**src/mwm_pkg.sv**
```systemverilog
// Package for the mecanum wheel speed mixer: payload structs, CORDIC constants.
// No dependencies.
`default_nettype none
package mwm_pkg;

  localparam int CORDIC_STEPS = 28;
  localparam logic signed [33:0] CORDIC_GAIN = 34'sd652032874;

  typedef struct packed {
    logic signed [15:0] strafe_cmd;
    logic signed [15:0] forward_cmd;
    logic signed [15:0] turn_cmd;
    logic        [15:0] heading;
    logic               strafe_flip;
  } mwm_in_t;

  typedef struct packed {
    logic signed [15:0] front_left_drive;
    logic signed [15:0] front_right_drive;
    logic signed [15:0] rear_left_drive;
    logic signed [15:0] rear_right_drive;
  } mwm_out_t;

  // Configuration register indexes
  localparam logic CFG_DRIVE_MODE = 1'b0;
  localparam logic CFG_INVERT     = 1'b1;

  // Classified item handed from front to back
  typedef struct packed {
    logic               tank;
    logic signed [16:0] x;
    logic signed [16:0] y;
    logic signed [15:0] r;
    logic signed [33:0] cx;
    logic signed [33:0] cy;
    logic signed [33:0] z;
    logic               neg;
  } mwm_item_t;

  function automatic logic signed [33:0] atan_turn(input int i);
    unique case (i)
      0: atan_turn = 34'sd536870912;   1: atan_turn = 34'sd316933406;
      2: atan_turn = 34'sd167458907;   3: atan_turn = 34'sd85004756;
      4: atan_turn = 34'sd42667331;    5: atan_turn = 34'sd21354465;
      6: atan_turn = 34'sd10679838;    7: atan_turn = 34'sd5340245;
      8: atan_turn = 34'sd2670163;     9: atan_turn = 34'sd1335087;
      10: atan_turn = 34'sd667544;     11: atan_turn = 34'sd333772;
      12: atan_turn = 34'sd166886;     13: atan_turn = 34'sd83443;
      14: atan_turn = 34'sd41722;      15: atan_turn = 34'sd20861;
      16: atan_turn = 34'sd10430;      17: atan_turn = 34'sd5215;
      18: atan_turn = 34'sd2608;       19: atan_turn = 34'sd1304;
      20: atan_turn = 34'sd652;        21: atan_turn = 34'sd326;
      22: atan_turn = 34'sd163;        23: atan_turn = 34'sd81;
      24: atan_turn = 34'sd41;         25: atan_turn = 34'sd20;
      26: atan_turn = 34'sd10;         27: atan_turn = 34'sd5;
      default: atan_turn = '0;
    endcase
  endfunction

endpackage
`default_nettype wire

```
**src/mwm_front.sv**
```systemverilog
// Front end: signs the commands by mode and reduces the heading for CORDIC.
// Depends on mwm_pkg.
`default_nettype none
module mwm_front #(
  parameter int ANGLE_BITS = 16
) (
  input  wire                 clk,
  input  wire                 rst_n,
  input  wire                 in_valid,
  input  mwm_pkg::mwm_in_t    in_data,
  input  wire                 drive_mode,
  input  wire                 invert_controls,
  output logic                item_valid,
  output mwm_pkg::mwm_item_t  item
);
  import mwm_pkg::*;

  logic               item_valid_r;
  mwm_item_t          item_r;
  mwm_item_t          item_nxt;
  logic        [31:0] ang;
  logic        [31:0] ang_red;
  logic               neg;
  logic               flip_x;
  logic               flip_y;

  // Classify the command and reduce the angle to the right half-plane
  always_comb begin
    ang = 32'(in_data.heading) << (32 - ANGLE_BITS);
    neg = ang[31] ^ ang[30];
    ang_red = neg ? ang - 32'h8000_0000 : ang;
    flip_x = 1'b1 ^ in_data.strafe_flip ^ invert_controls;
    flip_y = 1'b1 ^ invert_controls;
    item_nxt.tank = drive_mode;
    if (drive_mode) begin
      item_nxt.x = 17'(in_data.strafe_cmd);
      item_nxt.y = 17'(in_data.forward_cmd);
    end else begin
      item_nxt.x = flip_x ? -17'(in_data.strafe_cmd) : 17'(in_data.strafe_cmd);
      item_nxt.y = flip_y ? -17'(in_data.forward_cmd) : 17'(in_data.forward_cmd);
    end
    item_nxt.r = in_data.turn_cmd;
    item_nxt.cx = CORDIC_GAIN;
    item_nxt.cy = '0;
    item_nxt.z = 34'(signed'(ang_red));
    item_nxt.neg = neg;
  end

  always_ff @(posedge clk) begin
    if (!rst_n) begin
      item_valid_r <= 1'b0;
    end else begin
      item_valid_r <= in_valid;
    end
    item_r <= item_nxt;
  end

  assign item_valid = item_valid_r;
  assign item = item_r;
endmodule
`default_nettype wire

```
**config.mk**
```make
export PLATFORM = sky130hd
export DESIGN_NAME = mwm_front
export DESIGN_NICKNAME = d
export VERILOG_FILES = /design/src/mwm_pkg.sv /design/src/mwm_front.sv
export SDC_FILE = /design/constraint.sdc
export NUM_CORES = 1
export LEC_CHECK = 0
export BUFFER_PORTS_ARGS = -buffer_cell sky130_fd_sc_hd__buf_2
export CAP_MARGIN = 20
export CORE_AREA = 8 8 112 88
export CTS_BUF_LIST = sky130_fd_sc_hd__clkbuf_2
export CTS_CLUSTER_DIAMETER = 60
export DETAILED_ROUTE_END_ITERATION = 10
export DIE_AREA = 0 0 120 96
export HOLD_SLACK_MARGIN = 0.06
export PLACE_DENSITY_LB_ADDON = 0.3
export SYNTH_ARGS = -nofsm -noshare
export SYNTH_HDL_FRONTEND = slang
export SYNTH_SLANG_ARGS = --single-unit
```
**constraint.sdc**
```tcl
create_clock -name clk -period 1.9 [get_ports clk]
set_input_delay 0.38 -clock clk [delete_from_list [all_inputs] [get_ports clk]]
set_output_delay 0.38 -clock clk [all_outputs]
set_load 0.02 [all_outputs]
```
# [Word-level counts from Yosys, hierarchy flattened]
# Cells that the tools add are included.
[word_totals] mem_bits_rw=0 out_inout_bits=155 mem_count=0 input_bits=70 reg_bits=85 latchBits=0 word_cells=18 mem_bits_ro=0
[op_classes] div=0 n_reduce_logical=0 muxes=4 eq_ne=0 n_addsub=3 n_lt_le_gt_ge=0 n_shift=0 n_mul=0 bitwise_logic=3
[ops] op="17-bit 2-to-1 mux" n=2
[ops] op="34-bit 2-to-1 mux" n=1
[ops] op="16-bit negation with 17-bit output" n=2
[ops] op="32-bit 2-to-1 mux" n=1
[ops] op="32-bit subtractor (second input constant)" n=1
[ops] op="1-bit bitwise XOR" n=2
[ops] op="1-bit NOT" n=1

# [Logic depth before layout (Yosys ltp)]
[logic_depth] word_depth=4 ltp_mapped=6 ltp_nobuf=6

# [Worst setup path after synthesis]
# No wires, ideal clock.
[synth_timing] kind="input to register" start="in in_data[50] (netlist name)" end="reg item_r (netlist bit item[150])" stages=6 slack_ns=0.081 arrival_ns=1.694 path_buffers=0 required_time_ns=1.775 setup_time_ns=0.125 cell_sequence="inv_1 -> ha_1 -> or4b_4 -> nor3b_1 -> a31oi_1 -> xor2_1"
[synth_rtl] element="start, declared" line="mwm_front.sv:10" source="input mwm_pkg::mwm_in_t in_data,"
[synth_rtl] element="end signal, assigned" line="mwm_front.sv:55" source="item_r <= item_nxt;"
[synth_rtl] element="end, declared" line="mwm_front.sv:19" source="mwm_item_t item_r;"

==> flow_summary.yaml <==
global_routing:
  grt_pass1_wl_um: 13000
  grt_max_degree: 15
  grt_pass1_vias: 2547
  antenna_found_initial: 1
  grt-ovfl-total: 0
  track_usage: 0.144
floorplanning:
  start_util: 0.338
  rows: 29
  die_x_um: 120
  die-area_sq_um: 11500
  ios: 225
  core_area_sq_um: 8160
  die_h_um: 96
sta:
  fin_crit_ps: 1930
  hold_violations: 0
  hold_slack_ps: 143
  rsz0062_at_grt: "false"
  finalMaxSlewViolations: 0
  setup_slack_ps: -31.2
  fin_setup_tns_ps: -31.2
  fmax_mhz: 518
  setup_violations: 1
  fin_crit_sh: 1.02
layout:
  diodes: 0
  design_area_sq_um: 4090
  drive_above_1_share: 0.357
  num-nets-final: 552
  synthToLayoutAreaGrowth_pct: 47.9
synthesis:
  async_flop_share: 0
  synth_xor_xnor_area_share: 0.0952
  synth_edf_count: 0
  synth_top_area_frac: 0.500
  yosys-mux-area-fraction: 0
  syn-instance-count: 264
  synthTopCellsByArea: "dfxtp_1 (50%), buf_4 (23%), xor2_1 (5.7%), xnor2_1 (3.8%), nor2_1 (2.3%)"
  synth_seq_cells: 69
  synth_cell_types: 37
  syn_area_per_cell_sq_um: 10.5
  synth_top_cell_by_area: "dfxtp_1"
  synth_compound_area_frac: 0.0630
  synth_top_family_by_area: "buffers and inverters"
  synthesis.area_sq_um: 2760
  synthAdderAreaFrac: 0.00906
  yosys_warnings: 0
  yosysSeqAreaShare: 0.500
  ys.flop_type: "dfxtp_1"
  yosys.area_share.simple: 0.0865
  synth_common_cells: "buf_4 (86), dfxtp_1 (69), xor2_1 (18)"
  synth_most_common_cell: "buf_4"
critical_path:
  crit_path_max_fanout: 4
  path_class: "primary input to flop"
  worstPathRequired_ps: 2320
  cp_num_buf_inv: 3
  cp_top_family: "buffers and inverters"
  crit_slowest_cell: "dlygate4sd3_1"
  startpoint: "in_data[37]"
  worstPathCellList: "dlygate4sd3_1 -> buf_2 -> or3_1 -> or3_4 -> buf_4 -> o31ai_4 -> xnor2_1"
  slowest_delay_ps: 530
  startpoint_type: "primary input"
  arrival_ps: 2350
  end_kind: "flop"
place:
  io_buffers: 140
  dp_hpwl_um: 6320
  place_congestion: 0.760
  dp_slack_ps: -18.8
  placement.cell_area_sq_um: 3310
pwr:
  power_leakage_nw: 2.05
  power_density_nw_per_um2: 803
  ir_drop_mv: 0.404
drt:
  ant_nets: 0
  firstDrtPassIters: 6
  drc: 0
  drt_wl_total_um: 8830
  drt-initial-drc-count: 143
  wl_per_cell_um: 14.9
  vias_per_cell: 3.91
  vias: 2316
clock_tree:
  path_clk_slew_ps: 180
  cts_max_level: 3
  cts_tree: "done"
  root_buffer: "clkbuf_2"
  clkSinkCount: 69
  cts_inserted_buffers: 9
  clockBufferDepth: 2
job:
  max_cap_violations: 0
min_path:
  hp-class: "primary input to flop"
  worstHoldStart: "in_data[46]"
run_status:
  outcome: "finished with violations"
  violations: "setup timing"
==> through the flow <==
step	utilization	std cells	total power, mW
2_1_floorplan	-	346	2.18
3_3_place_gp	0.405	513	2.30
3_5_place_dp	0.405	513	2.31
4_1_cts	0.493	589	3.30
5_1_grt	0.500	593	3.47
6_report	0.500	593	3.28
==> sequential cells by signal, summed over array words and instances, names as in the netlist <==
register    cells
item_valid      1
item           68
==> worst paths after layout <==
check  slack (ps)  cells past startpoint        end
max           -30                      7  item[133]
min           140                      2  item[132]
==> metal layers <==
layer | global-route usage | up-vias | routed length, um
met5 | 0 | - | 20
li1 | - | 1110 | -
met4 | 0.0477 | 2 | 114
met2 | 0.236 | 157 | 4230
met3 | 0.0651 | 13 | 850
met1 | 0.165 | 1034 | 3620
==> cell families (layout without fill, tap and decap cells) <==
group                    Yosys count  in the layout
AO/OA/AOI/OAI                     25             25
XOR/XNOR                          30             30
adder cells (fa/ha/maj)            2              2
buffers and inverters             93            232
flip-flops                        69             69
other                              2             84
AND/OR/NAND/NOR                   43             43
==> final cells by class <==
cell class / count / area, sq um
inverter: 4 / 15.0
clock inverter: 7 / 73.8
multi-input combinational: 184 / 1030
fill: 718 / 4080
timing repair buffer: 212 / 1400
sequential: 69 / 1380
clock buffer: 9 / 45.0
tap: 108 / 135
==> layout by cell type, fill, tap and decap left out, types with 4 or more instances in the layout <==
| cell | n |
|---|---|
| a21oi_1 | 5 |
| xnor2_1 | 12 |
| dfxtp_1 | 69 |
| inv_1 | 4 |
| clkbuf_2 | 9 |
| buf_2 | 140 |
| xor2_1 | 18 |
| buf_4 | 8 |
| o21ai_0 | 9 |
| dlygate4sd3_1 | 64 |
| nand2_1 | 4 |
| nor2_1 | 17 |
| conb_1 | 84 |
==> repair_timing <==
| action | CTS | global route |
|---|---|---|
| endpoints found under the setup margin | 0 | 4 |
| resized for setup | 0 | 3 |
| buffers inserted | 0 | 0 |
| hold buffers | 60 | 4 |
| hold endpoints to repair | 60 | 4 |
==> power breakdown <==
group | switching (mW) | total [mW] | internal [mW]
combinational | 0.512 | 0.800 | 0.288
sequential | 0.0326 | 1.60 | 1.57
clock | 0.570 | 0.875 | 0.305
total | 1.12 | 3.28 | 2.16
No activity file was read; power rests on OpenSTA's default activity.
